**src/sv/sssd_pkg.sv**
```systemverilog
// Package for the seven-segment scan driver: widths, operation codes, glyph and LED tables.
`default_nettype none
package sssd_pkg;

  localparam int DIGIT_COUNT_DEF = 6;
  localparam int PWM_STEPS_DEF   = 8;

  localparam int OP_W     = 2;
  localparam int POS_W    = 3;
  localparam int CHAR_W   = 8;
  localparam int LED_W    = 13;
  localparam int SEG_W    = 8;
  localparam int GLYPH_W  = 7;
  localparam int BRIGHT_W = 3;

  localparam logic [OP_W-1:0] OP_TICK   = 2'd0;
  localparam logic [OP_W-1:0] OP_WRITE  = 2'd1;
  localparam logic [OP_W-1:0] OP_COMMIT = 2'd2;

  // LED bit position of the dot of digit 1; digits 1 to 4 follow it
  localparam int LED_DOT_BASE  = 8;
  // LED bit position of the dot of digit 0
  localparam int LED_DOT_ZERO  = 12;
  // digits 0 to DOT_DIGITS-1 take their dot from the LED dot bits
  localparam int DOT_DIGITS    = 5;
  localparam int DOT_BIT       = 7;

  localparam logic [GLYPH_W-1:0] GLYPH_UNDERSCORE = 7'h08;

  // segment bit driven by each of LED bits 0..7
  localparam int LED_SEG_BIT [8] = '{0, 1, 5, 6, 3, 2, 4, 7};

  // Map an ASCII code to segments a..g (bits 6..0); unknown codes give underscore.
  function automatic logic [GLYPH_W-1:0] glyph(input logic [CHAR_W-1:0] c);
    logic [CHAR_W-1:0] lc;
    logic [GLYPH_W-1:0] g;
    lc = (c >= 8'h41 && c <= 8'h5a) ? (c | 8'h20) : c;
    case (c)
      8'h30: g = 7'h7e;
      8'h31: g = 7'h30;
      8'h32: g = 7'h6d;
      8'h33: g = 7'h79;
      8'h34: g = 7'h33;
      8'h35: g = 7'h5b;
      8'h36: g = 7'h5f;
      8'h37: g = 7'h70;
      8'h38: g = 7'h7f;
      8'h39: g = 7'h7b;
      8'h43: g = 7'h4e; // C
      8'h63: g = 7'h0d; // c
      8'h48: g = 7'h57; // H
      8'h68: g = 7'h37; // h
      8'h6f: g = 7'h1d; // o
      8'h4f: g = 7'h7e; // O
      default: begin
        case (lc)
          8'h61: g = 7'h77;
          8'h62: g = 7'h1f;
          8'h64: g = 7'h3d;
          8'h65: g = 7'h4f;
          8'h66: g = 7'h47;
          8'h67: g = 7'h5e;
          8'h6a: g = 7'h7c;
          8'h70: g = 7'h67;
          8'h2d: g = 7'h01; // minus
          8'h6e: g = 7'h15;
          8'h74: g = 7'h0f;
          8'h20: g = 7'h00; // blank
          8'h72: g = 7'h05;
          8'h75: g = 7'h1c;
          8'h6c: g = 7'h0e;
          default: g = GLYPH_UNDERSCORE;
        endcase
      end
    endcase
    return g;
  endfunction

  // Scatter LED bits 0..7 onto the segment bits of the last digit.
  function automatic logic [SEG_W-1:0] led_segments(input logic [7:0] leds);
    logic [SEG_W-1:0] s;
    s = '0;
    for (int i = 0; i < 8; i++) begin
      s[LED_SEG_BIT[i]] = leds[i];
    end
    return s;
  endfunction

endpackage
`default_nettype wire

```
**src/sv/sssd_if.sv**
```systemverilog
// Valid/ready channel interfaces for the scan driver's item and result beats.
`default_nettype none
interface sssd_in_if;
  logic                          valid;
  logic                          ready;
  logic [sssd_pkg::OP_W-1:0]     operation;
  logic [sssd_pkg::POS_W-1:0]    position;
  logic [sssd_pkg::CHAR_W-1:0]   character;
  logic [sssd_pkg::LED_W-1:0]    led_bits;

  modport source (output valid, operation, position, character, led_bits, input ready);
  modport sink   (input valid, operation, position, character, led_bits, output ready);
endinterface

interface sssd_out_if #(
  parameter int ANODE_W = sssd_pkg::DIGIT_COUNT_DEF
);
  logic                        valid;
  logic                        ready;
  logic [ANODE_W-1:0]          anode_drive;
  logic [sssd_pkg::SEG_W-1:0]  segment_drive;
  logic                        frame_pending;

  modport source (output valid, anode_drive, segment_drive, frame_pending, input ready);
  modport sink   (input valid, anode_drive, segment_drive, frame_pending, output ready);
endinterface
`default_nettype wire

```
**src/sv/seven_segment_scan_driver.sv**
```systemverilog
// Multiplexed seven-segment scan driver with PWM brightness and a double-buffered frame.
`default_nettype none
// Takes one item per clock: a tick, a character write or a commit. Every item yields one
// result beat in the cycle after acceptance, held in the output stage until taken; a new
// item is taken in the same cycle the waiting beat leaves, so the block sustains one item
// per cycle and stalls only while the result side holds ready low. The two frames live in
// one single-port memory of 2**AW seven-bit glyph entries (one read or one write per item,
// read data registered); the decimal points and per-entry valid bits sit in flops, so no
// clearing pass is needed after reset and an unwritten entry reads as blank. A tick
// advances the PWM phase; after PWM_STEPS ticks the scan moves to the next digit, swaps
// frames if a commit is pending and reads that digit's glyph. The anode stays lit for
// brightness+1 phases of each slot. The first slot after reset is dark.
module seven_segment_scan_driver #(
  parameter int DIGIT_COUNT = sssd_pkg::DIGIT_COUNT_DEF,
  parameter int PWM_STEPS   = sssd_pkg::PWM_STEPS_DEF
) (
  input  wire                             clk,
  input  wire                             rst_n,
  input  wire                             cfg_we,
  input  wire [sssd_pkg::BRIGHT_W-1:0]    cfg_wdata,
  sssd_in_if.sink                         in_ch,
  sssd_out_if.source                      out_ch
);

  localparam int DW     = $clog2(DIGIT_COUNT);
  localparam int AW     = DW + 1;
  localparam int DEPTH  = 2 ** AW;
  localparam int PW     = $clog2(PWM_STEPS + 1);
  localparam int CMP_W  = (PW > sssd_pkg::BRIGHT_W) ? PW : sssd_pkg::BRIGHT_W;
  localparam int GW     = sssd_pkg::GLYPH_W;
  localparam logic [DW-1:0] LAST_DIGIT = DW'(DIGIT_COUNT - 1);

  // control state
  logic [sssd_pkg::BRIGHT_W-1:0] bright_r;
  logic [PW-1:0]                 phase_r, phase_nxt;
  logic [DW-1:0]                 digit_r, digit_nxt;
  logic                          sel_r, sel_nxt;      // 0: frame a shown, b staging
  logic                          pend_r, pend_nxt;
  logic [DIGIT_COUNT-1:0]        anode_r, anode_nxt;
  logic                          out_valid_r;
  logic                          load_r;              // last item reloaded the segments
  logic [sssd_pkg::SEG_W-1:0]    seg_hold_r;

  // frame storage
  logic [GW-1:0]                 mem [DEPTH];
  logic [DEPTH-1:0]              valid_r;
  logic [DEPTH-1:0]              dot_r, dot_nxt;
  logic [GW-1:0]                 rd_data_r;
  logic                          rd_ok_r;
  logic                          rd_dot_r;

  logic                          accept;
  logic                          is_tick, is_write, is_commit;
  logic                          wrap;
  logic                          stg;
  logic                          pos_ok;
  logic [AW-1:0]                 rd_addr;
  logic                          wr_en;
  logic [AW-1:0]                 wr_addr;
  logic [GW-1:0]                 wr_data;
  logic [sssd_pkg::SEG_W-1:0]    led_seg;
  logic [sssd_pkg::SEG_W-1:0]    seg_cur;

  // the waiting beat leaves in the cycle the next item comes in
  assign in_ch.ready = !out_valid_r || out_ch.ready;
  assign accept      = in_ch.valid && in_ch.ready;

  assign is_tick   = accept && (in_ch.operation == sssd_pkg::OP_TICK);
  assign is_write  = accept && (in_ch.operation == sssd_pkg::OP_WRITE);
  assign is_commit = accept && (in_ch.operation == sssd_pkg::OP_COMMIT);
  assign wrap      = is_tick && (phase_r >= PW'(PWM_STEPS));
  assign stg       = ~sel_r;
  assign pos_ok    = int'(in_ch.position) < DIGIT_COUNT - 1;
  assign led_seg   = sssd_pkg::led_segments(in_ch.led_bits[7:0]);

  // scan and PWM control
  always_comb begin
    phase_nxt = phase_r;
    digit_nxt = digit_r;
    sel_nxt   = sel_r;
    pend_nxt  = pend_r;
    anode_nxt = anode_r;
    if (is_tick) begin
      if (wrap) begin
        // advance to the next digit, swap in a pending frame, light its anode
        digit_nxt = (digit_r == LAST_DIGIT) ? '0 : DW'(digit_r + 1'b1);
        sel_nxt   = sel_r ^ pend_r;
        pend_nxt  = 1'b0;
        anode_nxt = {{(DIGIT_COUNT-1){1'b0}}, 1'b1} << digit_nxt;
        phase_nxt = '0;
      end
      // drop the anode once the phase passes the brightness setting
      if (CMP_W'(phase_nxt) > CMP_W'(bright_r)) begin
        anode_nxt = '0;
      end
      phase_nxt = PW'(phase_nxt + 1'b1);
    end else if (is_commit) begin
      pend_nxt = 1'b1;
    end
  end

  assign rd_addr = {sel_nxt, digit_nxt};

  // one memory write per item: a character write or the last digit of a commit
  always_comb begin
    wr_en   = 1'b0;
    wr_addr = {stg, LAST_DIGIT};
    wr_data = led_seg[GW-1:0];
    if (is_write && pos_ok) begin
      wr_en   = 1'b1;
      wr_addr = {stg, in_ch.position[DW-1:0]};
      wr_data = sssd_pkg::glyph(in_ch.character);
    end else if (is_commit) begin
      wr_en   = 1'b1;
    end
  end

  // decimal points of the staging frame
  always_comb begin
    logic [AW-1:0] idx;
    dot_nxt = dot_r;
    idx     = '0;
    if (is_write && pos_ok) begin
      dot_nxt[{stg, in_ch.position[DW-1:0]}] = 1'b0;
    end else if (is_commit) begin
      for (int d = 0; d < DIGIT_COUNT; d++) begin
        idx = {stg, DW'(d)};
        if (d == 0) begin
          dot_nxt[idx] = in_ch.led_bits[sssd_pkg::LED_DOT_ZERO];
        end else if (d < sssd_pkg::DOT_DIGITS) begin
          dot_nxt[idx] = in_ch.led_bits[sssd_pkg::LED_DOT_BASE + d - 1];
        end else if (d == DIGIT_COUNT - 1) begin
          dot_nxt[idx] = led_seg[sssd_pkg::DOT_BIT];
        end
      end
    end
  end

  // glyph memory: written and read in clocked blocks, one access per cycle
  always_ff @(posedge clk) begin
    if (wr_en) begin
      mem[wr_addr] <= wr_data;
    end
  end

  always_ff @(posedge clk) begin
    if (wrap) begin
      rd_data_r <= mem[rd_addr];
      rd_ok_r   <= valid_r[rd_addr];
      rd_dot_r  <= dot_r[rd_addr];
    end
  end

  // segment lines: the fresh read after a reload, else the held pattern
  assign seg_cur = load_r ? {rd_dot_r, rd_ok_r ? rd_data_r : {GW{1'b0}}} : seg_hold_r;

  always_ff @(posedge clk) begin
    if (!rst_n) begin
      bright_r    <= '0;
      phase_r     <= '0;
      digit_r     <= '0;
      sel_r       <= 1'b0;
      pend_r      <= 1'b0;
      anode_r     <= '0;
      out_valid_r <= 1'b0;
      load_r      <= 1'b0;
      seg_hold_r  <= '0;
      valid_r     <= '0;
      dot_r       <= '0;
    end else begin
      if (cfg_we) begin
        bright_r <= cfg_wdata;
      end
      if (accept) begin
        out_valid_r <= 1'b1;
        seg_hold_r  <= seg_cur;
        load_r      <= wrap;
      end else if (out_ch.ready) begin
        out_valid_r <= 1'b0;
      end
      if (wr_en) begin
        valid_r[wr_addr] <= 1'b1;
      end
      phase_r <= phase_nxt;
      digit_r <= digit_nxt;
      sel_r   <= sel_nxt;
      pend_r  <= pend_nxt;
      anode_r <= anode_nxt;
      dot_r   <= dot_nxt;
    end
  end

  // the result beat shows the line state left by the last item
  assign out_ch.valid         = out_valid_r;
  assign out_ch.anode_drive   = anode_r;
  assign out_ch.segment_drive = seg_cur;
  assign out_ch.frame_pending = pend_r;

  a_beat_after_item: assert property (@(posedge clk) disable iff (!rst_n)
    accept |=> out_valid_r)
    else $error("item accepted without a result beat");

  a_stall_holds: assert property (@(posedge clk) disable iff (!rst_n)
    (out_valid_r && !out_ch.ready) |=> (out_valid_r && $stable(anode_r) && $stable(pend_r)))
    else $error("result changed while stalled");

  a_commit_pending: assert property (@(posedge clk) disable iff (!rst_n)
    is_commit |=> pend_r)
    else $error("commit did not mark the frame pending");

  a_phase_range: assert property (@(posedge clk) disable iff (!rst_n)
    phase_r <= PW'(PWM_STEPS))
    else $error("PWM phase out of range");

  a_anode_digit: assert property (@(posedge clk) disable iff (!rst_n)
    (anode_r == '0) || (anode_r == ({{(DIGIT_COUNT-1){1'b0}}, 1'b1} << digit_r)))
    else $error("lit anode does not match the scanned digit");

endmodule
`default_nettype wire

```
**src/flat_wrapper.sv**
```systemverilog
// flat-port wrapper written by rule: the top's interface ports become plain ports
module seven_segment_scan_driver_flat 
#(
  parameter int DIGIT_COUNT = sssd_pkg::DIGIT_COUNT_DEF,
  parameter int PWM_STEPS   = sssd_pkg::PWM_STEPS_DEF
)
  (clk, rst_n, cfg_we, cfg_wdata, in_ch_valid, in_ch_operation, in_ch_position, in_ch_character, in_ch_led_bits, in_ch_ready, out_ch_valid, out_ch_anode_drive, out_ch_segment_drive, out_ch_frame_pending, out_ch_ready);
  sssd_in_if in_ch_i ();
  sssd_out_if #(.ANODE_W((sssd_pkg::DIGIT_COUNT_DEF))) out_ch_i ();
  input  wire clk;
  input  wire rst_n;
  input  wire cfg_we;
  input  wire [sssd_pkg::BRIGHT_W-1:0] cfg_wdata;
  input wire logic [$bits(in_ch_i.valid)-1:0] in_ch_valid;
  input wire logic [$bits(in_ch_i.operation)-1:0] in_ch_operation;
  input wire logic [$bits(in_ch_i.position)-1:0] in_ch_position;
  input wire logic [$bits(in_ch_i.character)-1:0] in_ch_character;
  input wire logic [$bits(in_ch_i.led_bits)-1:0] in_ch_led_bits;
  output wire logic [$bits(in_ch_i.ready)-1:0] in_ch_ready;
  output wire logic [$bits(out_ch_i.valid)-1:0] out_ch_valid;
  output wire logic [$bits(out_ch_i.anode_drive)-1:0] out_ch_anode_drive;
  output wire logic [$bits(out_ch_i.segment_drive)-1:0] out_ch_segment_drive;
  output wire logic [$bits(out_ch_i.frame_pending)-1:0] out_ch_frame_pending;
  input wire logic [$bits(out_ch_i.ready)-1:0] out_ch_ready;
  assign in_ch_i.valid = in_ch_valid;
  assign in_ch_i.operation = in_ch_operation;
  assign in_ch_i.position = in_ch_position;
  assign in_ch_i.character = in_ch_character;
  assign in_ch_i.led_bits = in_ch_led_bits;
  assign in_ch_ready = in_ch_i.ready;
  assign out_ch_valid = out_ch_i.valid;
  assign out_ch_anode_drive = out_ch_i.anode_drive;
  assign out_ch_segment_drive = out_ch_i.segment_drive;
  assign out_ch_frame_pending = out_ch_i.frame_pending;
  assign out_ch_i.ready = out_ch_ready;
  seven_segment_scan_driver #(.DIGIT_COUNT(DIGIT_COUNT), .PWM_STEPS(PWM_STEPS)) u_core (.clk(clk), .rst_n(rst_n), .cfg_we(cfg_we), .cfg_wdata(cfg_wdata), .in_ch(in_ch_i), .out_ch(out_ch_i));
endmodule
```
**config.mk**
```make
export PLATFORM = sky130hd
export DESIGN_NAME = seven_segment_scan_driver_flat
export DESIGN_NICKNAME = d
export VERILOG_FILES = /design/src/sv/sssd_pkg.sv /design/src/sv/sssd_if.sv /design/src/sv/seven_segment_scan_driver.sv /design/src/flat_wrapper.sv
export SDC_FILE = /design/constraint.sdc
export NUM_CORES = 1
export LEC_CHECK = 0
export BUFFER_PORTS_ARGS = -buffer_cell sky130_fd_sc_hd__clkbuf_2
export CAP_MARGIN = 20
export CORE_MARGIN = 4
export CORE_UTILIZATION = 55
export CTS_BUF_LIST = sky130_fd_sc_hd__clkbuf_4 sky130_fd_sc_hd__clkbuf_8
export DETAILED_ROUTE_END_ITERATION = 16
export GPL_ROUTABILITY_DRIVEN = 0
export PLACE_DENSITY = 0.75
export SLEW_MARGIN = 20
export SYNTH_ARGS = -nofsm -noshare
export SYNTH_HDL_FRONTEND = slang
export SYNTH_SLANG_ARGS = --single-unit
```
**constraint.sdc**
```tcl
create_clock -name clk -period 5.4 [get_ports clk]
set_input_delay 0.81 -clock clk [delete_from_list [all_inputs] [get_ports clk]]
set_output_delay 0.81 -clock clk [all_outputs]
set_load 0.01 [all_outputs]
```
After elaboration in Yosys (flattened, before gate mapping)
Memories as Yosys holds them, arrays and structs flattened. A register that Yosys moved wholly into a read port is not among the register bits.
Cells that the tools add are included.
W data, S select, Z words.
{ "word_totals": {"mem_bits_rw": 112, "register_bits": 62, "in_bits": 34, "memories": 1} }
{ "op_classes": {"addsub": 2, "n_reduce_logical": 25, "shift": 1, "magnitude_cmp": 22, "muxes": 63, "eq_ne": 35, "n_bitwise": 5} }
{ "mem_list": {"columns": ["memory", "depth", "width", "rd", "rd_clocked_by_memory_dff", "wr", "line", "rtl"], "rows": [
  ["u_core.mem", 16, 7, 1, 1, 1, "seven_segment_scan_driver.sv:45", "logic [GW-1:0] mem [DEPTH];"]
]} }
{ "ops": {"columns": ["operator", "n"], "rows": [
  ["$pmux W7 S15", 2],
  ["$mux W16", 12],
  ["$eq A8 B7 Y1 const B", 19],
  ["$bwmux W16", 6],
  ["$eq A8 B6 Y1 const B", 12],
  ["$lt A4 B5 Y1 const B", 9],
  ["$ge A4 B1 Y1 const B", 8],
  ["$mux W1", 21],
  ["$mux W6", 3],
  ["$and A16 B16 Y16", 1],
  ["$not A16 Y16", 1],
  ["$or A16 B16 Y16", 1],
  ["$logic_and A1 B1 Y1", 15],
  ["$mux W7", 2],
  ["$mux W3", 4],
  ["$bmux W1 S4", 2],
  ["$demux W1 S4", 2],
  ["$ge A8 B7 Y1 const B", 1],
  ["$le A8 B7 Y1 const B", 1],
  ["$mux W4", 2],
  ["$mux W8", 1],
  ["$reduce_bool A2 Y1", 4],
  ["$demux W1 S1", 6],
  ["$shl A1 B3 Y6 const A", 1],
  ["16 further kinds", 17]
]} }

Depth between registers and ports, before layout
Gate-level depths: netlist of run 1.
{ "logic_depth": {"depth_word": 23, "mapped_depth": 13} }

Least setup slack after synthesis of run 1
OpenSTA, ideal clock, no wires.
{ "synth_timing": {"kind": "input to register", "startpoint": "input port out_ch_ready", "endpoint": "register u_core.anode_r[0], in the netlist u_core.out_ch.anode_drive[0]", "n_path_buf": 2, "setup_time_ns": 0.066, "setup_slack_ns": 2.248, "t_arrival_ns": 3.086, "stages": 12, "t_required_ns": 5.334, "cell_sequence": "nand2b_1 > nand3_2 > clkbuf_1 > clkbuf_1 > and2_1 > ha_1 > nor2b_1 > o21ai_0 > a32oi_1 > o21ai_0 > a22oi_1 > nor2b_1"} }
{ "synth_via": {"elab_chain_cells": 9, "elab_cells_between_ends": 10, "cone_classes": "order compare: 1; mux: 3; reduce/logical: 6"} }
{ "synth_lines": {"columns": ["element", "line", "rtl"], "rows": [
  ["from (decl)", "flat_wrapper.sv:24", "input wire logic [$bits(out_ch_i.ready)-1:0] out_ch_ready;"],
  ["$logic_or A1 B1 Y1 (*)", "seven_segment_scan_driver.sv:65", "assign in_ch.ready = !out_valid_r || out_ch.ready;"],
  ["$logic_and A1 B1 Y1 (*)", "seven_segment_scan_driver.sv:66", "assign accept = in_ch.valid && in_ch.ready;"],
  ["$logic_and A1 B1 Y1 (*)", "seven_segment_scan_driver.sv:68", "assign is_tick = accept && (in_ch.operation == sssd_pkg::OP_TICK);"],
  ["$logic_and A1 B1 Y1", "seven_segment_scan_driver.sv:71", "assign wrap = is_tick && (phase_r >= PW'(PWM_STEPS));"],
  ["$mux W4", "seven_segment_scan_driver.sv:84", "if (wrap) begin"],
  ["$mux W4", "seven_segment_scan_driver.sv:83", "if (is_tick) begin"],
  ["$gt A4 B3 Y1", "seven_segment_scan_driver.sv:93", "if (CMP_W'(phase_nxt) > CMP_W'(bright_r)) begin"],
  ["$reduce_bool A2 Y1 (no source line)", null, null],
  ["$reduce_and A2 Y1 (no source line)", null, null],
  ["to (signal assigned)", "seven_segment_scan_driver.sv:188", "anode_r <= anode_nxt;"],
  ["to (decl)", "seven_segment_scan_driver.sv:39", "logic [DIGIT_COUNT-1:0] anode_r, anode_nxt;"]
]} }
Mark *: on every way between the ends. The rest lies on a longest branch, timed or not. The select of a mux whose other input is x is not followed.
A chain may end at the register's enable or synchronous reset.

Final worst setup path of run 1
{ "layout_timing": {"startpoint": "input port out_ch_ready", "endpoint": "register u_core.rd_data_r[3] (read register of u_core.mem) (data pin)"} }
{ "layout_via": {"elab_chain_cells": 6, "elab_cells_between_ends": 8, "cone_classes": "mux: 4; reduce/logical: 4"} }
{ "layout_lines": {"columns": ["element", "line", "rtl"], "rows": [
  ["$logic_or A1 B1 Y1 (*)", "seven_segment_scan_driver.sv:65", null],
  ["$logic_and A1 B1 Y1 (*)", "seven_segment_scan_driver.sv:66", null],
  ["$logic_and A1 B1 Y1 (*)", "seven_segment_scan_driver.sv:68", null],
  ["$logic_and A1 B1 Y1", "seven_segment_scan_driver.sv:71", null],
  ["$mux W3 or $mux W1 (tied branches)", "seven_segment_scan_driver.sv:84", null],
  ["$mux W3 or $mux W1 (tied branches)", "seven_segment_scan_driver.sv:83", null],
  ["to (decl)", "seven_segment_scan_driver.sv:48", "logic [GW-1:0] rd_data_r;"]
]} }
Mark *: on every way between the ends. The rest lies on a longest branch, timed or not.

==> results of run 1 <==
final cells by class:
type                            instances  area (um^2)
Clock buffer                           17          234
Clock inverter                         15          228
Tap cell                              216          270
Multi-Input combinational cell        583         3950
Fill cell                            1302         5990
Timing Repair Buffer                   62          340
Inverter                               26         97.6
Sequential cell                       181         4840
power breakdown:
group	internal, mW	switching (mW)
logic	0.0522	0.106
clock network	0.447	0.559
registers	1.51	0.0139
metrics by stage:
stage / power (mW) / util (%) / instance area (um^2)
CTS: 2.71 / 62.4 / 9950
finish: 2.69 / 62.5 / 9960
floorplan: 1.65 / - / 9100
global placement: 1.70 / 59.4 / 9480
detailed placement: 1.71 / 59.5 / 9490
global route: 2.79 / 62.5 / 9960
layer usage:
metal / wire length [um] / share of wire, % / global-route usage [%]
met1: 8950 / 40 / 32.3
met2: 10900 / 48 / 40.9
met3: 1630 / 7.3 / 4.55
met4: 1080 / 4.8 / 14.3
met5: 0 / 0 / 0
registers in the layout (all words and copies together), names as in the netlist:
register,count
u_core.out_ch.anode_drive,6
u_core.sel_r,1
u_core.rd_data_r,7
u_core.rd_dot_r,1
u_core.out_ch.frame_pending,1
u_core.phase_r,4
u_core.digit_r,3
u_core.out_ch.valid,1
u_core.load_r,1
u_core.seg_hold_r,8
u_core.dot_r,16
u_core.valid_r,16
u_core.bright_r,3
u_core.rd_ok_r,1
u_core.mem,112
cell usage after synthesis (5+ instances only):
master and number:
a211oi_1 9, a21boi_0 11, a21oi_1 28, a22oi_1 8
a2bb2oi_1 5, a32oi_1 5, and2_1 26, buf_1 5
buf_2 12, clkbuf_1 39, dfxtp_1 60, edfxtp_1 121
inv_1 23, mux2_2 17, mux2i_1 44, mux4_2 9
nand2_1 83, nand2b_1 8, nand3_1 20, nand3b_1 8
nand4_1 7, nand4b_1 5, nor2_1 38, nor2b_1 27
nor3_1 18, nor4_1 7, o211a_1 8, o211ai_1 7
o21a_1 17, o21ai_0 41, o22ai_1 15, o2bb2ai_1 6
o32ai_1 6
cell families (layout without fill, tap and decap cells):
kind of cell / count (synthesis) / in the layout / synth area share, %
buf+inv: 84 / 120 / 3.79
xor+xnor: 6 / 6 / 0.792
flops: 181 / 181 / 53.7
other cells: 1 / 28 / 0.0417
fa+ha+maj: 4 / 4 / 0.556
mux: 71 / 71 / 9.52
simple gates: 268 / 268 / 15.5
compound gates: 206 / 206 / 16.1
placed cells by master (no fill, tap or decap), types with 15 or more instances in the layout:
| cell type | Yosys | final |
|---|---|---|
| conb_1 | 1 | 28 |
| and2_1 | 26 | 26 |
| inv_1 | 23 | 23 |
| nand3_1 | 20 | 20 |
| o22ai_1 | 15 | 15 |
| mux2_2 | 17 | 17 |
| mux2i_1 | 44 | 44 |
| o21a_1 | 17 | 17 |
| o21ai_0 | 41 | 41 |
| nand2_1 | 83 | 83 |
| nor3_1 | 18 | 17 |
| nor2b_1 | 27 | 27 |
| nor2_1 | 38 | 38 |
| clkbuf_2 | 0 | 50 |
| a21oi_1 | 28 | 26 |
| clkbuf_8 | 0 | 17 |
| edfxtp_1 | 121 | 121 |
| dfxtp_1 | 60 | 59 |
worst paths after layout:
check                            from                  end  slack [ns]
setup / recovery         out_ch_ready  u_core.rd_data_r[3]        1.93
hold / removal     u_core.valid_r[12]   u_core.valid_r[12]        0.48
setup reg to reg  u_core.out_ch.valid  u_core.rd_data_r[3]        2.06
hold reg to reg    u_core.valid_r[12]   u_core.valid_r[12]        0.48
==> qor.txt, run 1 <==
status = complete, no violations
crit path buf inv count = 3
clk_lat worst skew = 0.48 ns
Worst EP required = 5.62 ns
leakage power = 3.56 nW
VDD IR max = 0.138 mV
delay-heaviest family, CP = XOR/XNOR gates
CTS root buf = clkbuf_8
vias in the first global route = 6,735
distinct cell type count after synthesis = 74
Worst-Margin Slew = 1.10 ns
Tcrit/Tclk final = 64.3%
DR iter-0 viols = 667
Via Count = 6,881
RSZ-0062 raised after global routing = false
Max-slew headroom = 26.8%
CP Max Fanout = 40
Setup CP Type = in2reg
setup_tns = 0 ns
Critical Path AT = 3.69 ns
proportion of layout cells with a drive suffix above 1 = 15.8%
CTS Hold Bufs = 0
final wirelength = 22,500 um
Worst Hold Depth = 1
std cell rows = 46
Critical Path End Type = register
first-pass GRT wire length = 35,800 um
Max Clk Rate = 0.288 GHz
Synth area leader = edfxtp_1
# IOs = 51
# setup viols final = 0
via-per-instance ratio = 6.26
drt drc = 0
Die Y-Extent = 136 um
Syn. warnings = 0
H-tree depth reported by CTS = 4
diodes inserted = 0
Tot GR Track Use = 25.3%
Critical Path Stages = 9
Tmin final = 3.47 ns
Num CTS Buffers = 17
post-synth top area share = 40.4%
synthesized area per cell = 11.0 um^2
post-synthesis sequential area ratio = 53.7%
CP cell instances = clkbuf_2, nand2b_1, nand3_2, buf_4, inv_2, xnor2_4, mux4_2, a2bb2oi_1, o31ai_1
initial antenna violation count = 0
Yosys reg bits = 181
Mapped Cells = 821
Worst-path clk slew = 0.11 ns
total global routing overflow = 0
nature of the critical path startpoint = input port
CTS Buffer Depth = 2
Post-synth EDFFs = 121
Worst R2R Path Depth = 8
Area Growth Syn to Fin = 10.6%
worst min-delay path class = reg2reg
CORE AREA = 15,900 um^2
Slew Limit Fails = 0
Non-Filler Instances = 1,100
Max Cap Violations = 0
width of the chip = 136 um
setup bufs post-CTS = 0
Final WS setup = 1.93 ns
WL/cell = 20.5 um
PwrDens = 270 nW/um^2
mapped cell area = 9000 um^2
post-CTS sizing = 0
Hold Slack = 0.475 ns
ranking of synthesized cells by area = edfxtp_1, dfxtp_1, mux2i_1
slowest stage cell on the critical path = xnor2_4
Inst Count DP = 1,068
CTS tree = built
clock skew = 0.0190 ns
worst stage delay on the critical path = 0.86 ns
IO Port Bufs = 50
largest net degree at the start of global routing = 61
Hold Vio Cnt, Final = 0
drt first pass iters = 5
Die ar. = 18,500 um^2
fraction of registers with async set/reset = 0%
Post-synth top flop = edfxtp_1
Routed Antenna Nets = 0
clock sinks = 181
detailed placement HPWL = 15,200 um
Total Nets Final = 909
Initial Util = 56.5%
dpl ws = 1.48 ns
(Power assumes the default switching activity.)
==> inputs of run 2 (changes only) <==
clock period = 3.34 ns   (was 5.4 ns; I/O delays follow)
==> run 2 against run 1 <==
Net effect: cell count rose by 2.6%; critical endpoint is now u_core.rd_ok_r; critical path type is now reg2reg; sequential power rose by 61%; die area did not move; clock power rose by 38%; global-route usage fell by 0.064 points; register-to-register slack got worse by 1.4 ns.
==> qor.txt, run 2 (synthesis results as in run 1) <==
Worst-Margin Slew = 1.05 ns (-0.0507 ns)
Slew Limit Fails = 0 (unchanged)
drt drc = 0 (unchanged)
setup bufs post-CTS = 0 (unchanged)
clock skew = 0.0129 ns (-0.00609 ns)
worst min-delay path class = in2reg
dpl ws = 0.341 ns (-1.14 ns)
Routed Antenna Nets = 0 (unchanged)
Non-Filler Instances = 1,129 (+2.6%)
clk_lat worst skew = 0.47 ns (about the same)
# IOs = 51 (unchanged)
Initial Util = 56.5% (unchanged)
Max Clk Rate = 0.375 GHz
nature of the critical path startpoint = register
CTS tree = built
H-tree depth reported by CTS = 4 (unchanged)
Die ar. = 18,500 um^2 (unchanged)
CORE AREA = 15,900 um^2 (unchanged)
Area Growth Syn to Fin = 11.8%
Worst-path clk slew = 0.10 ns (about the same)
leakage power = 3.66 nW (+3.0%)
Worst EP required = 3.57 ns (-2.05 ns)
Placed Area = 9690 um^2 (+2.2%)
most common cell after layout, fill and taps aside = edfxtp_1
CTS root buf = clkbuf_8
Setup CP Type = reg2reg
total global routing overflow = 0 (unchanged)
Tcrit/Tclk final = 79.8%
register area = 4840 um^2 (unchanged)
register name with the most flops = u_core.mem
std cell rows = 46 (unchanged)
WL/cell = 20.1 um (-1.9%)
VDD IR max = 0.252 mV (+83%)
via-per-instance ratio = 6.26 (about the same)
final wirelength = 22,700 um (+0.74%)
post-CTS sizing = 0 (unchanged)
max FFs per register = 112 (unchanged)
diodes inserted = 0 (unchanged)
# setup viols final = 0 (unchanged)
most frequent cells in the layout = edfxtp_1, nand2_1, dfxtp_1
Final WS setup = 0.674 ns (-1.25 ns)
initial antenna violation count = 0 (unchanged)
Hold Vio Cnt, Final = 0 (unchanged)
Num CTS Buffers = 17 (unchanged)
largest net degree at the start of global routing = 61 (unchanged)
Total Nets Final = 938 (+3.2%)
CTS Buffer Depth = 2 (unchanged)
CTS Hold Bufs = 0 (unchanged)
detailed placement HPWL = 15,700 um (+3.1%)
area taken by multi-input logic gates = 3940 um^2 (-0.38%)
drt first pass iters = 7 (+2)
Die Y-Extent = 136 um (unchanged)
DR iter-0 viols = 845 (+27%)
width of the chip = 136 um (unchanged)
setup_tns = 0 ns (unchanged)
RSZ-0062 raised after global routing = false
IO Port Bufs = 50 (unchanged)
Max Cap Violations = 0 (unchanged)
total chip power = 4.13 mW (+53%)
Critical Path AT = 2.90 ns (-0.79 ns)
Via Count = 7,068 (+2.7%)
proportion of layout cells with a drive suffix above 1 = 18.1% (+2.2 points)
Fillers = 1,254 (-3.7%)
PwrDens = 410 nW/um^2 (+52%)
Tot GR Track Use = 25.2% (-0.064 points)
first-pass GRT wire length = 36,100 um (+0.89%)
vias in the first global route = 6,810 (+1.1%)
biggest regs = u_core.mem (112), u_core.dot_r (16), u_core.valid_r (16)
clock sinks = 181 (unchanged)
status = complete, no violations
Tmin final = 2.67 ns
fin area = 10,100 um^2 (+1.0%)
Critical Path End Type = register
CP Max Fanout = 17 (-57%)
Inst Count DP = 1,097 (+2.7%)
Max-slew headroom = 30.2% (+3.4 points)
run 2: cell types whose count changed in the layout (fill, tap and decap cells not counted), moves of 2 or more:
cell	delta
bufinv_16	-2
buf_4	+29
clkbuf_4	+2
clkinv_8	-6
inv_8	+3
run 2: power breakdown:
group          switching, mW  internal (mW)  leakage [nW]  total [mW]
Clock                  0.830          0.558         0.184        1.39
Sequential            0.0206           2.45          1.60        2.47
Combinational          0.175         0.0961          1.88       0.271
run 2: metal layers:
layer | global-route usage [%] | up-vias | routed length, um
met2 | 40.5 | 370 | 10800
met5 | 0 | - | 0
met4 | 11.3 | 0 | 922
li1 | - | 3214 | -
met1 | 33.4 | 3435 | 9160
met3 | 5.07 | 49 | 1770
run 2: worst max-delay path, stage by stage, from the launching register on:
cell     delay, ns
dfxtp_1       0.77
nor2_1        0.38
mux2i_4       0.28
buf_4         0.31
mux2i_1       0.27
a21oi_1       0.10
a311o_1       0.31
run 2: layout make-up:
cell class,count,share of cell area [%]
inverters,26,0.970
flip-flops and latches,181,48.1
multi-input cells,583,39.1
well taps,216,2.69
clock buffers,19,2.48
clock inverters,13,1.12
repair buffers,91,5.55
run 2: metrics by stage:
stage | utilization (%) | hold WS (ns)
floorplan | - | 0.420
global placement | 60.8 | 0.439
detailed placement | 60.8 | 0.442
CTS | 63.1 | 0.266
global route | 63.1 | 0.282
finish | 63.1 | 0.282
run 2: final timing paths:
check,slack [ns],startpoint,cells past startpoint,to
hold reg to reg,0.47,u_core.valid_r[6],1,u_core.valid_r[6]
setup reg to reg,0.67,u_core.digit_r[2],6,u_core.rd_ok_r
setup / recovery,0.67,u_core.digit_r[2],6,u_core.rd_ok_r
hold / removal,0.28,cfg_wdata[2],3,u_core.bright_r[2]
==> inputs of run 3 (changes only) <==
ABC_AREA = 1   (was not set)
clock period = 2.7 ns   (was 3.34 ns; I/O delays follow)
==> run 3 against run 2 <==
Net effect: core utilization down 0.28 points; via count up 1.2%; final area down 1.2%; clock-buffer cell count up 2; clock power up 35%; non-clock buffer count down 11; register-to-register slack worse by 0.33 ns; clock skew up 0.0037 ns; global-route usage down 2.0 points; setup slack worse by 0.33 ns; critical path type unchanged; largest power group unchanged.
==> qor.txt, run 3 <==
status = complete, no violations
Non-Filler Instances = 1,387 (+23%)
Routed met3 length = 1490 um (-16%)
Num CTS Buffers = 17 (unchanged)
synthesized area per cell = 8.28 um^2 (-25%)
CTS root buf = clkbuf_8
Clock power frac = 35.9% (+2.3 points)
IO Port Bufs = 50 (unchanged)
clk_lat worst skew = 0.47 ns (about the same)
combinational share of power = 5.9% (-0.7 points)
leakage power = 4.54 nW (+24%)
drt drc = 0 (unchanged)
via-per-instance ratio = 5.16 (-18%)
slowest stage cell on the critical path = dfxtp_1
Worst-path clk slew = 0.08 ns (-0.02 ns)
most frequent cells in the layout = nand2_1, inv_1, nand3_1
nature of the critical path startpoint = register
Max Clk Rate = 0.425 GHz (+13%)
Yosys reg bits = 181 (unchanged)
met1 WL = 8640 um (-5.8%)
max FFs per register = 112 (unchanged)
routed wire length on met2 = 9440 um (-13%)
mapped cell area = 8820 um^2 (-2.0%)
std cell rows = 46 (unchanged)
CORE AREA = 15,800 um^2 (-0.72%)
vias in the first global route = 6,729 (-1.2%)
Setup CP Type = reg2reg
sw frac = 21.7% (-3.2 points)
final wirelength = 20,300 um (-10%)
Tmin final = 2.35 ns (-0.312 ns)
biggest regs = u_core.mem (112), u_core.dot_r (16), u_core.valid_r (16)
post-CTS sizing = 0 (unchanged)
Worst EP required = 3.03 ns (-0.54 ns)
clock sinks = 181 (unchanged)
FF-to-FF setup slack = 0.35 ns (-0.33 ns)
top routing layer in use = met4
CTS Buffer Depth = 2 (unchanged)
Routed Antenna Nets = 0 (unchanged)
distinct cell type count after synthesis = 39 (-47%)
Die ar. = 18,100 um^2 (-1.9%)
first-pass GRT wire length = 32,600 um (-9.7%)
Area Growth Syn to Fin = 12.7%
CTS tree = built
Tcrit/Tclk final = 87.2% (+7.4 points)
Critical Path AT = 2.69 ns (-0.21 ns)
register area = 4830 um^2 (about the same)
crit path buf inv count = 4 (+3)
Worst-Margin Slew = 0.933 ns (-0.114 ns)
PwrDens = 526 nW/um^2 (+28%)
Tot GR Track Use = 23.2% (-2.0 points)
CTS Hold Bufs = 0 (unchanged)
P_sw = 1.14 mW (+11%)
Total Nets Final = 1,196 (+28%)
RSZ-0062 raised after global routing = false
worst min-delay path class = in2reg
cell internal pwr = 4.10 mW (+32%)
Fillers = 1,360 (+8.5%)
dpl ws = 0.0759 ns (-0.265 ns)
cell with the most instances after synthesis = nand2_1
area taken by multi-input logic gates = 3050 um^2 (-23%)
worst stage delay on the critical path = 0.36 ns (-0.41 ns)
Mapped Cells = 1,066 (+30%)
Commonest cells post-synth = nand2_1, inv_1, nand3_1
delay-heaviest family, CP = buffers and inverters
register name with the most flops = u_core.mem
# setup viols final = 0 (unchanged)
setup bufs post-CTS = 0 (unchanged)
drt first pass iters = 5 (-2)
post-synth top area share = 41.2% (+0.82 points)
H-tree depth reported by CTS = 4 (unchanged)
Post-synth top flop = edfxtp_1
diodes inserted = 0 (unchanged)
Flop pwr share = 58.2% (-1.6 points)
Max Cap Violations = 0 (unchanged)
Initial Util = 55.7% (-0.72 points)
VDD IR max = 0.333 mV (+32%)
Hold Vio Cnt, Final = 0 (unchanged)
total global routing overflow = 0 (unchanged)
most common cell after layout, fill and taps aside = nand2_1
Post-synth EDFFs = 121 (unchanged)
CP cell instances = a21oi_4, buf_4, nand3_2, nor2_4, buf_4, nor2_1, inv_1, ha_1, nand3_1, nand2_1, o21ai_0, inv_1, nand2_1, a21oi_1
clock skew = 0.0167 ns (+0.00374 ns)
Synth area leader = edfxtp_1
DR iter-0 viols = 715 (-15%)
CP Max Fanout = 15 (-2)
width of the chip = 135 um (-0.94%)
Slew Limit Fails = 0 (unchanged)
Core Util, Final = 62.8% (-0.28 points)
Final WS setup = 0.345 ns (-0.328 ns)
detailed placement HPWL = 13,800 um (-12%)
Die Y-Extent = 135 um (-0.94%)
WL/cell = 14.7 um (-27%)
Inst Count DP = 1,355 (+24%)
largest net degree at the start of global routing = 65 (+6.6%)
fraction of registers with async set/reset = 0% (unchanged)
ranking of synthesized cells by area = edfxtp_1, dfxtp_1, nand3_1
proportion of layout cells with a drive suffix above 1 = 11.5% (-6.5 points)
setup_tns = 0 ns (unchanged)
Syn. warnings = 0 (unchanged)
Max-slew headroom = 37.6% (+7.3 points)
Critical Path End Type = register
initial antenna violation count = 0 (unchanged)
post-synthesis sequential area ratio = 54.8% (+1.1 points)
# IOs = 51 (unchanged)
Via Count = 7,153 (+1.2%)
[run 3: through the flow]
| stage | total power, mW | hold WS, ns | cell area [um^2] |
|---|---|---|---|
| finish | 5.23 | 0.180 | 9940 |
| global placement | 3.41 | 0.414 | 9530 |
| CTS | 5.26 | 0.151 | 9940 |
| global route | 5.42 | 0.153 | 9940 |
| detailed placement | 3.42 | 0.418 | 9530 |
| floorplan | 3.30 | 0.407 | 8920 |
[run 3: tightest hold or removal path, delay by kind of cell]
kind	cells	cell delay, ns
buffers and inverters	1	0.08
AND/OR/NAND/NOR	2	0.13
[run 3: kinds of logic (layout without fill, tap and decap cells)]
logic type / count (synthesis) / count (layout) / share of synthesized area [%]
compound gates: 97 / 97 / 6.31
xor+xnor: 1 / 1 / 0.0993
fa+ha+maj: 4 / 4 / 0.567
buf+inv: 261 / 339 / 11.8
flops: 181 / 181 / 54.8
other cells: 1 / 28 / 0.0425
simple gates: 521 / 521 / 26.4
[run 3: final cells by class]
class,count,area share (%)
clock inverter,11,1.35
multi-input combinational,651,30.7
tap,216,2.72
inverter,227,8.57
clock buffer,21,2.78
timing repair buffer,80,5.29
sequential,181,48.6
[run 3: metal layers]
metal	up-vias	track usage, %
met4	0	11.1
met1	3255	29.4
met3	56	5.40
met5	-	0
li1	3578	-
met2	264	37.8
[run 3: worst paths after layout]
kind / from / endpoint / cells after the start
worst max-delay path: u_core.out_ch.valid / u_core.out_ch.anode_drive[4] / 14
worst min-delay path: cfg_wdata[0] / u_core.bright_r[0] / 3
worst max register to register: u_core.out_ch.valid / u_core.out_ch.anode_drive[4] / 14
worst min register to register: u_core.valid_r[7] / u_core.valid_r[7] / 2
[run 3: power by group through the flow]
stage / clock (mW) / combinational [mW] / sequential, mW
finish: 1.88 / 0.306 / 3.05
CTS: 1.90 / 0.304 / 3.05
global route: 2.01 / 0.346 / 3.06
global placement: 0 / 0.296 / 3.11
floorplan: 0 / 0.188 / 3.11
detailed placement: 0 / 0.303 / 3.11
